File: src/hdl/kpu_pkg.sv
`timescale 1ns / 1ps
// ----------------------------------------------------------------------------
// kpu_pkg: shared definitions for the permutation unranking unit
// Widths, the factorial table and the sequencer state type.
// ----------------------------------------------------------------------------
package kpu_pkg;

    // Longest permutation that the unit handles.
    localparam int MAX_LENGTH = 16;

    // Field widths.
    localparam int LEN_W  = 5;
    localparam int RANK_W = 45;
    localparam int SYM_W  = 5;
    localparam int IDX_W  = $clog2(MAX_LENGTH);

    typedef logic [LEN_W-1:0]  len_t;
    typedef logic [RANK_W-1:0] rank_t;
    typedef logic [SYM_W-1:0]  sym_t;
    typedef logic [IDX_W-1:0]  idx_t;

    // Sequencer states.
    typedef enum logic [1:0] {
        KPU_IDLE,
        KPU_CHECK,
        KPU_DIGIT
    } kpu_state_t;

    // Factorials of 0 through 16; other arguments return zero.
    function automatic rank_t fact(input len_t n);
        rank_t f;
        case (n)
            5'd0:    f = 45'd1;
            5'd1:    f = 45'd1;
            5'd2:    f = 45'd2;
            5'd3:    f = 45'd6;
            5'd4:    f = 45'd24;
            5'd5:    f = 45'd120;
            5'd6:    f = 45'd720;
            5'd7:    f = 45'd5040;
            5'd8:    f = 45'd40320;
            5'd9:    f = 45'd362880;
            5'd10:   f = 45'd3628800;
            5'd11:   f = 45'd39916800;
            5'd12:   f = 45'd479001600;
            5'd13:   f = 45'd6227020800;
            5'd14:   f = 45'd87178291200;
            5'd15:   f = 45'd1307674368000;
            5'd16:   f = 45'd20922789888000;
            default: f = '0;
        endcase
        return f;
    endfunction

endpackage

File: src/hdl/kth_permutation_unrank_unit.sv
`timescale 1ns / 1ps
// ----------------------------------------------------------------------------
// kth_permutation_unrank_unit: lexicographic permutation unranking
// Emits the rank-th permutation of positions 1..length, one position per
// result transaction, using the factorial number system.
// ----------------------------------------------------------------------------
// A request carries a length (1..16) and a zero-based rank. The unit returns
// length result transactions, each one original position, with last set on
// the final one. A length of zero, above 16, or a rank not below length!
// returns a single transaction with symbol_position 0, last and rank_error
// set. One compare-subtract unit steps the remaining rank down by the
// current factorial once per cycle until the digit of the result is found.
// A request is accepted in the idle state and checked in the check state
// before its digits are extracted; an error result and each position wait
// while the result side stalls. The symbol list shrinks by a shift made in
// the same cycle as each result is loaded. The unit takes a new request
// while the final result of the previous one still waits in the output
// register.
module kth_permutation_unrank_unit
(
    input  logic                 clk,
    input  logic                 rst_n,
    input  logic                 req_valid,
    output logic                 req_ready,
    input  kpu_pkg::len_t        length,
    input  kpu_pkg::rank_t       rank,
    output logic                 res_valid,
    input  logic                 res_ready,
    output kpu_pkg::sym_t        symbol_position,
    output logic                 last,
    output logic                 rank_error
);

    kpu_pkg::kpu_state_t state_reg, state_next;

    kpu_pkg::len_t  length_reg, length_next;
    kpu_pkg::rank_t rank_reg, rank_next;
    kpu_pkg::len_t  count_reg, count_next;
    kpu_pkg::idx_t  digit_reg, digit_next;
    kpu_pkg::sym_t  symbols_reg [kpu_pkg::MAX_LENGTH];
    kpu_pkg::sym_t  symbols_next [kpu_pkg::MAX_LENGTH];

    logic           out_valid_reg, out_valid_next;
    kpu_pkg::sym_t  out_sym_reg, out_sym_next;
    logic           out_last_reg, out_last_next;
    logic           out_err_reg, out_err_next;

    kpu_pkg::rank_t f_sel;
    logic           rank_ge;
    logic           bad_req;
    logic           step;
    logic           slot_free;

    // Shared compare unit: request check against length!, digit steps
    // against (count-1)!.
    always_comb
    begin
        if (state_reg == kpu_pkg::KPU_CHECK)
        begin
            f_sel = kpu_pkg::fact(length_reg);
        end
        else
        begin
            f_sel = kpu_pkg::fact(count_reg - 5'd1);
        end
        rank_ge = (rank_reg >= f_sel);
    end

    assign bad_req   = (length_reg == '0)
                     || (length_reg > kpu_pkg::LEN_W'(kpu_pkg::MAX_LENGTH))
                     || rank_ge;
    assign step      = rank_ge && ({1'b0, digit_reg} < (count_reg - 5'd1));
    assign slot_free = !out_valid_reg || res_ready;

    // Next state.
    always_comb
    begin
        state_next = state_reg;
        unique case (state_reg)
            kpu_pkg::KPU_IDLE:
            begin
                if (req_valid)
                begin
                    state_next = kpu_pkg::KPU_CHECK;
                end
            end
            kpu_pkg::KPU_CHECK:
            begin
                if (!bad_req)
                begin
                    state_next = kpu_pkg::KPU_DIGIT;
                end
                else if (slot_free)
                begin
                    state_next = kpu_pkg::KPU_IDLE;
                end
            end
            kpu_pkg::KPU_DIGIT:
            begin
                if (!step && slot_free && (count_reg == 5'd1))
                begin
                    state_next = kpu_pkg::KPU_IDLE;
                end
            end
            default:
            begin
                state_next = kpu_pkg::KPU_IDLE;
            end
        endcase
    end

    // Datapath and output register updates.
    always_comb
    begin
        length_next    = length_reg;
        rank_next      = rank_reg;
        count_next     = count_reg;
        digit_next     = digit_reg;
        symbols_next   = symbols_reg;
        out_sym_next   = out_sym_reg;
        out_last_next  = out_last_reg;
        out_err_next   = out_err_reg;
        out_valid_next = out_valid_reg && !res_ready;

        unique case (state_reg)
            kpu_pkg::KPU_IDLE:
            begin
                if (req_valid)
                begin
                    length_next = length;
                    rank_next   = rank;
                end
            end
            kpu_pkg::KPU_CHECK:
            begin
                if (!bad_req)
                begin
                    for (int i = 0; i < kpu_pkg::MAX_LENGTH; i++)
                    begin
                        symbols_next[i] = kpu_pkg::SYM_W'(i + 1);
                    end
                    count_next = length_reg;
                    digit_next = '0;
                end
                else if (slot_free)
                begin
                    out_valid_next = 1'b1;
                    out_sym_next   = '0;
                    out_last_next  = 1'b1;
                    out_err_next   = 1'b1;
                end
            end
            kpu_pkg::KPU_DIGIT:
            begin
                if (step)
                begin
                    rank_next  = rank_reg - f_sel;
                    digit_next = digit_reg + 1'b1;
                end
                else if (slot_free)
                begin
                    // Emit the selected symbol and close the gap behind it.
                    out_valid_next = 1'b1;
                    out_sym_next   = symbols_reg[digit_reg];
                    out_last_next  = (count_reg == 5'd1);
                    out_err_next   = 1'b0;
                    for (int j = 0; j < kpu_pkg::MAX_LENGTH - 1; j++)
                    begin
                        if (kpu_pkg::IDX_W'(j) >= digit_reg)
                        begin
                            symbols_next[j] = symbols_reg[j + 1];
                        end
                    end
                    count_next = count_reg - 5'd1;
                    digit_next = '0;
                end
            end
            default:
            begin
                out_valid_next = out_valid_reg && !res_ready;
            end
        endcase
    end

    // Control registers.
    always_ff @(posedge clk or negedge rst_n)
    begin
        if (!rst_n)
        begin
            state_reg     <= kpu_pkg::KPU_IDLE;
            out_valid_reg <= 1'b0;
            count_reg     <= '0;
            digit_reg     <= '0;
        end
        else
        begin
            state_reg     <= state_next;
            out_valid_reg <= out_valid_next;
            count_reg     <= count_next;
            digit_reg     <= digit_next;
        end
    end

    // Payload registers.
    always_ff @(posedge clk)
    begin
        length_reg   <= length_next;
        rank_reg     <= rank_next;
        symbols_reg  <= symbols_next;
        out_sym_reg  <= out_sym_next;
        out_last_reg <= out_last_next;
        out_err_reg  <= out_err_next;
    end

    assign req_ready       = (state_reg == kpu_pkg::KPU_IDLE);
    assign res_valid       = out_valid_reg;
    assign symbol_position = out_sym_reg;
    assign last            = out_last_reg;
    assign rank_error      = out_err_reg;

`ifndef SYNTHESIS
    // An error transaction is always a lone, final one with no position.
    assert property (@(posedge clk) disable iff (!rst_n)
        (res_valid && rank_error) |-> (last && (symbol_position == '0)))
    else $error("error result without last or with a position");

    // While digits are extracted, the count stays within the symbol list.
    assert property (@(posedge clk) disable iff (!rst_n)
        (state_reg == kpu_pkg::KPU_DIGIT) |->
        ((count_reg != '0)
         && (count_reg <= kpu_pkg::LEN_W'(kpu_pkg::MAX_LENGTH))))
    else $error("remaining count out of range");

    // The digit never reaches past the remaining symbols.
    assert property (@(posedge clk) disable iff (!rst_n)
        (state_reg == kpu_pkg::KPU_DIGIT) |-> ({1'b0, digit_reg} < count_reg))
    else $error("digit beyond remaining symbols");

    // A result loaded by the digit stage removes exactly one symbol.
    assert property (@(posedge clk) disable iff (!rst_n)
        ((state_reg == kpu_pkg::KPU_DIGIT) && !step && slot_free) |=>
        (count_reg == $past(count_reg) - 5'd1))
    else $error("count not decremented on emit");
`endif

endmodule

File: config.mk
export PLATFORM = sky130hd
export DESIGN_NAME = kth_permutation_unrank_unit
export DESIGN_NICKNAME = d
export VERILOG_FILES = /design/src/hdl/kpu_pkg.sv /design/src/hdl/kth_permutation_unrank_unit.sv
export SDC_FILE = /design/constraint.sdc
export NUM_CORES = 1
export LEC_CHECK = 0
export BUFFER_PORTS_ARGS = -buffer_cell sky130_fd_sc_hd__buf_2
export CAP_MARGIN = 20
export CORE_ASPECT_RATIO = 0.8
export CORE_UTILIZATION = 44
export CTS_CLUSTER_DIAMETER = 150
export DETAILED_ROUTE_END_ITERATION = 6
export GPL_TIMING_DRIVEN = 0
export SKIP_CTS_REPAIR_TIMING = 1
export SLEW_MARGIN = 10
export SYNTH_ARGS = -nofsm -noshare
export SYNTH_HDL_FRONTEND = slang
export SYNTH_SLANG_ARGS = --single-unit
File: constraint.sdc
create_clock -name clk -period 8.9 [get_ports clk]
set_input_delay 2.67 -clock clk [delete_from_list [all_inputs] [get_ports clk]]
set_output_delay 2.67 -clock clk [all_outputs]
set_load 0.02 [all_outputs]
==> impl_metrics.csv, run 1 <==
group,metric,value,unit
run_status,status,"finished clean",
cells_and_area,stdcell_area,12200,µm²
setup_path,arrival,7.27,ns
clock_network,cts_tree,"built",
detailed_routing,drt_iter0_drc,1022,
timing,hold_violations,0,
setup_path,r2r_setup_slack,1.70,ns
synth,yosysTopAreaCell,"edfxtp_1",
timing,period_minus_slack,7.20,ns
setup_path,crit_type,"reg -> reg",
detailed_routing,vias,8615,
cells_and_area,nFillCells,2218,
cells_and_area,antenna-diode-count,0,
floorplan,core,23800,µm²
cells_and_area,nets,1258,
floorplan,die_h,142,µm
grt,grt_usage,0.245,
placed_design,io_buffer_count,62,
synth,ys_seq_area_frac,0.439,
timing,fin_ws,1.70,ns
synth,async_flop_share,0.0698,
clock_network,clk_pin_slew_worst_paths,0.07,ns
synth,netlist_area,10800,µm²
cells_and_area,stdcell_count,1463,
synth,syn_nets,1173,
floorplan,row_count,50,
timing,drv_slew,0,
setup_path,crit_start,"count_reg[0]",
cells_and_area,fin_util,0.514,
grt,grt_max_degree,24,
detailed_routing,drc,0,
synth,avgSynthCellArea,10.3,µm²
detailed_routing,antenna_left,0,
setup_path,crit_fanout,11,
timing,setup_viol,0,
setup_path,cpPeakStageDelay,0.67,ns
floorplan,die_area,25300,µm²
synth,syn_inst,1053,
timing,fmax,139,MHz
synth,ys_warn_count,0,
clock_network,clock_latency,0.44,ns
grt,antenna_found_initial,1,
setup_path,endpoint,"symbols_reg[76]",
setup_path,rr_startpoint,"count_reg[0]",
timing,relSlewSlack,0.404,
clock_network,h-tree-depth,4,
timing,skew,0.0125,ns
setup_path,cp_slowest_cell,"o41ai_1",
timing,worst_pin_slew,0.869,ns
clock_network,cts-root-buf,"clkbuf_16",
synth,synth_edf_count,125,
setup_path,crit_buf_inv,8,
clock_network,cts_buffers,17,
setup_path,r2r-end,"symbols_reg[76]",
synth,ys_types,73,
job,cap_viol_max_count,0,
timing,period_share,0.809,
detailed_routing,wirelength,30100,µm
detailed_routing,vias_per_cell,5.89,
timing,grt_setup_unrepaired,"no",
synth,synthDominantCellAreaShare,0.346,
synth,synthTopCellsByArea,"edfxtp_1, ha_1, dfxtp_1",
hold_path,hp-class,"reg -> reg",
placed_design,placedCellCount,1430,
grt,grt_overflow_total,0,
setup_path,path_depth,22,
synth,ys_ff_latch,172,
setup_path,crit_required,8.96,ns
floorplan,initial_core_util,0.456,
floorplan,ios,63,
setup_path,cp-end-kind,"flop",
detailed_routing,wl_per_cell,20.6,µm
setup_path,startpoint_type,"flop",
clock_network,cts_buffer_depth,2,
grt,grt_first_pass_wirelength,45800,µm
placed_design,dpl-instance-area,11600,µm²
cells_and_area,synthToLayoutAreaGrowth,12.8,%
placed_design,hpwlAfterDp,22900,µm
grt,grt_pass1_vias,7839,
synth,yosys_most_used_dff,"edfxtp_1",
detailed_routing,first_pass_iters,6,
floorplan,dieWidth,177,µm
clock_network,clock-sinks,172,
placed_design,place_ws,1.64,ns
setup_path,cp_cell_sequence,"inv_1 -> ha_1 -> inv_1 -> ha_1 -> clkbuf_1 -> clkinv_1 -> o41ai_1 -> clkbuf_2 -> clkbuf_1 -> o21ai_0 -> ha_1 -> buf_2 -> nor4bb_1 -> and3_1 -> a31oi_1 -> o41ai_1 -> a311oi_2 -> nand2_1 -> nor2_1 -> a21oi_1 -> buf_2 -> a21oi_1",
setup_path,cp_top_family,"compound AO/OA/AOI/OAI gates",
placed_design,gp_congestion,0.949,
setup_path,cpMostUsedCell,"ha_1",
setup_path,rr_worst_depth,22,
cells_and_area,drive_above_1_share,0.177,
[worst min path at each step]
stage                     slack [ns]             from               to  depth (start not counted)
after floorplan                 0.50  symbols_reg[26]  symbols_reg[31]                          1
after global placement          0.51  symbols_reg[66]  symbols_reg[71]                          1
after detailed placement        0.52  symbols_reg[46]  symbols_reg[51]                          1
after CTS                       0.54  symbols_reg[46]  symbols_reg[51]                          1
after global routing            0.55  symbols_reg[46]  symbols_reg[51]                          1
final                           0.54  symbols_reg[66]  symbols_reg[71]                          1
[layer usage]
layer,wire length (µm),part of all wire,vias up,GRT usage
li1,-,-,4054,-
met2,12000,0.40,388,0.323
met1,15000,0.50,4131,0.391
met3,2740,0.091,40,0.0585
met5,13,0.00043,-,0
met4,344,0.011,2,0.0594
[worst reg2reg max path: stages, from the launching register on]
cell	delay, ns
dfrtp_1	0.54
inv_1	0.32
ha_1	0.23
inv_1	0.06
ha_1	0.31
clkbuf_1	0.27
clkinv_1	0.34
o41ai_1	0.67
clkbuf_2	0.27
clkbuf_1	0.36
o21ai_0	0.37
ha_1	0.37
buf_2	0.16
nor4bb_1	0.14
and3_1	0.22
a31oi_1	0.22
o41ai_1	0.12
a311oi_2	0.55
nand2_1	0.16
nor2_1	0.13
a21oi_1	0.13
buf_2	0.27
a21oi_1	0.60
[logic make-up after synthesis]
| kind of cell | synth area share |
|---|---|
| adder cells (fa/ha/maj) | 0.0769 |
| multiplexers | 0.0860 |
| XOR/XNOR | 0.0380 |
| AND/OR/NAND/NOR | 0.155 |
| flip-flops | 0.439 |
| AO/OA/AOI/OAI | 0.163 |
| buffers and inverters | 0.0417 |
[layout by cell type, fill, tap and decap left out, types with 8 or more instances in the layout]
cell type    n
nor2b_1      9
inv_1       29
nor3_1      20
o21bai_1    10
a21o_1      18
nor2_1      77
nand2b_1    32
xor2_1      13
mux4_2      18
o21ai_0     57
mux2i_1     11
dfrtp_1     12
o21a_1       9
and2_1      48
and3_1      13
nand4_1     14
ha_1        65
o22ai_1     11
mux2_2      37
dfxtp_1     35
buf_2       76
xnor2_1     34
a21oi_1     96
or2_2       11
clkbuf_16   19
nand3_1     15
a211oi_1     8
edfxtp_1   125
clkbuf_1    36
nand2_1     71
[cell type report]
| cell class | count | area, µm² | share of cell area |
|---|---|---|---|
| clock inverter | 10 | 126 | 0.0103 |
| sequential | 172 | 4750 | 0.389 |
| tap | 312 | 390 | 0.0319 |
| multi-input combinational | 788 | 5640 | 0.461 |
| inverter | 33 | 124 | 0.0101 |
| buffer | 60 | 328 | 0.0268 |
| timing repair buffer | 66 | 368 | 0.0301 |
| clock buffer | 22 | 497 | 0.0406 |
[stage by stage]
step | setup TNS, ns | hold slack (ns)
finish | 0 | 0.540
global route | 0 | 0.549
CTS | 0 | 0.538
detailed placement | 0 | 0.521
global placement | -68.77 | 0.506
floorplan | 0 | 0.499
[cells in the mapped netlist (all sizes together), types with 16 or more instances]
cell    count
dfxtp      35
inv        29
edfxtp    125
a21o       20
o21ai      58
ha         65
mux2       37
nand2      71
nand2b     32
clkbuf     41
a21oi      97
mux4       18
nor3       20
nand3      16
and2       49
buf        19
nor2       77
xnor2      34
Power of run 1 is not shown: default switching activity piles up to over one toggle a cycle in this logic, so the estimate is an artifact.
==> run 2, diff against run 1 <==
Clock period 8.9 ns to 6.4 ns, I/O delays scaled along.
==> impl_metrics.csv, run 2 (synthesized netlist as in run 1, its figures left out) <==
group,metric,value,unit
detailed_routing,vias,8524,
detailed_routing,wirelength,29700,µm
clock_network,h-tree-depth,4,
placed_design,hpwlAfterDp,22800,µm
detailed_routing,wl_met3,2610,µm
setup_path,crit_start,"count_reg[0]",
clock_network,cts-root-buf,"clkbuf_16",
job,cap_viol_max_count,0,
placed_design,placedCellCount,1430,
detailed_routing,first_pass_iters,7,
detailed_routing,topRoutingLayerUsed,"met4",
grt,grt_usage,0.241,
cells_and_area,nets,1259,
timing,hold_violations,0,
timing,fmax,163,MHz
run_status,violations,"design-rule violations",
setup_path,crit_required,6.55,ns
timing,period_share,0.961,
cells_and_area,synthToLayoutAreaGrowth,12.9,%
cells_and_area,stdcell_count,1465,
timing,setup_viol,0,
clock_network,cts_buffer_depth,2,
detailed_routing,wl_met2,11700,µm
setup_path,cp-end-kind,"flop",
cells_and_area,nFillCells,2175,
floorplan,ios,63,
grt,grt_overflow_total,0,
setup_path,rr_startpoint,"count_reg[0]",
placed_design,gp_congestion,0.922,
setup_path,crit_fanout,23,
setup_path,arrival,6.30,ns
detailed_routing,met1_length,15200,µm
cells_and_area,drive_above_1_share,0.192,
floorplan,core,23800,µm²
timing,worst_pin_slew,0.966,ns
grt,grt_first_pass_wirelength,45500,µm
timing,period_minus_slack,6.15,ns
floorplan,die_h,142,µm
setup_path,startpoint_type,"flop",
setup_path,crit_type,"reg -> reg",
run_status,status,"finished, violations left",
grt,grt_max_degree,24,
floorplan,initial_core_util,0.456,
clock_network,cts_tree,"built",
floorplan,row_count,50,
clock_network,clock-sinks,172,
floorplan,die_area,25300,µm²
grt,grt_pass1_vias,7671,
cells_and_area,final_cell_mix,"edfxtp_1, a21oi_1, nor2_1",
detailed_routing,vias_per_cell,5.82,
timing,skew,0.0105,ns
hold_path,hold_path.startpoint,"symbols_reg[60]",
detailed_routing,antenna_left,0,
clock_network,clk_pin_slew_worst_paths,0.07,ns
detailed_routing,drt_iter0_drc,1085,
placed_design,io_buffer_count,62,
timing,drv_slew,0,
detailed_routing,wl_per_cell,20.3,µm
floorplan,dieWidth,177,µm
detailed_routing,drc,2,
grt,antenna_found_initial,1,
clock_network,cts_buffers,17,
hold_path,hp-class,"reg -> reg",
clock_network,clock_latency,0.44,ns
cells_and_area,final_common_cell,"edfxtp_1",
timing,relSlewSlack,0.356,
setup_path,r2r_setup_slack,0.25,ns
[run 2: area by class of cell]
class | count | area (µm²) | share of cell area
well taps | 312 | 390 | 0.0319
flip-flops and latches | 172 | 4750 | 0.389
inverters | 33 | 128 | 0.0104
diodes | 1 | 2.50 | 0.000205
multi-input cells | 788 | 5700 | 0.466
repair buffers | 68 | 385 | 0.0315
clock inverters | 14 | 113 | 0.00921
plain buffers | 59 | 325 | 0.0266
clock buffers | 18 | 429 | 0.0351
[run 2: through the flow]
| stage | setup TNS [ns] | hold slack (ns) | setup WS [ns] | area [µm²] | util |
|---|---|---|---|---|---|
| 6_report | 0 | 0.535 | 0.248 | 12200 | 0.515 |
| 5_1_grt | -0.126 | 0.549 | -0.0136 | 12200 | 0.514 |
| 4_1_cts | -83.38 | 0.538 | -0.867 | 12100 | 0.511 |
| 3_5_place_dp | -79.95 | 0.521 | -0.842 | 11600 | 0.488 |
| 3_3_place_gp | -112.09 | 0.505 | -1.43 | 11500 | 0.486 |
| 2_1_floorplan | 0 | 0.499 | 0.433 | 10800 | - |
[run 2: critical path, stage by stage (launching register included)]
cell and delay, ns:
dfrtp_1 0.62, inv_2 0.18, ha_1 0.26, inv_1 0.10, nor3_2 0.07, xnor2_2 0.39, nand2_1 0.30, a2111oi_0 0.65
a21oi_1 0.12, ha_1 0.45, nand2_1 0.13, nor4_1 0.57, nand2_1 0.12, o41ai_1 0.36, a311oi_2 0.17, and2_2 0.26
or2_2 0.34, a21oi_4 0.31, buf_12 0.23, buf_16 0.18
[run 2: final timing paths]
check	to	cells after the start
max reg2reg	rank_reg[3]	19
min	symbols_reg[65]	1
max	rank_reg[3]	19
min reg2reg	symbols_reg[65]	1
min in group asynchronous	state_reg[0]	1
max in group asynchronous	res_valid	1
[run 2: metal layers]
layer / up-vias / global-route usage
li1: 4048 / -
met1: 4103 / 0.394
met2: 354 / 0.316
met3: 19 / 0.0505
met4: 0 / 0.0517
met5: - / 0
Power of run 2 is left out for the same reason.
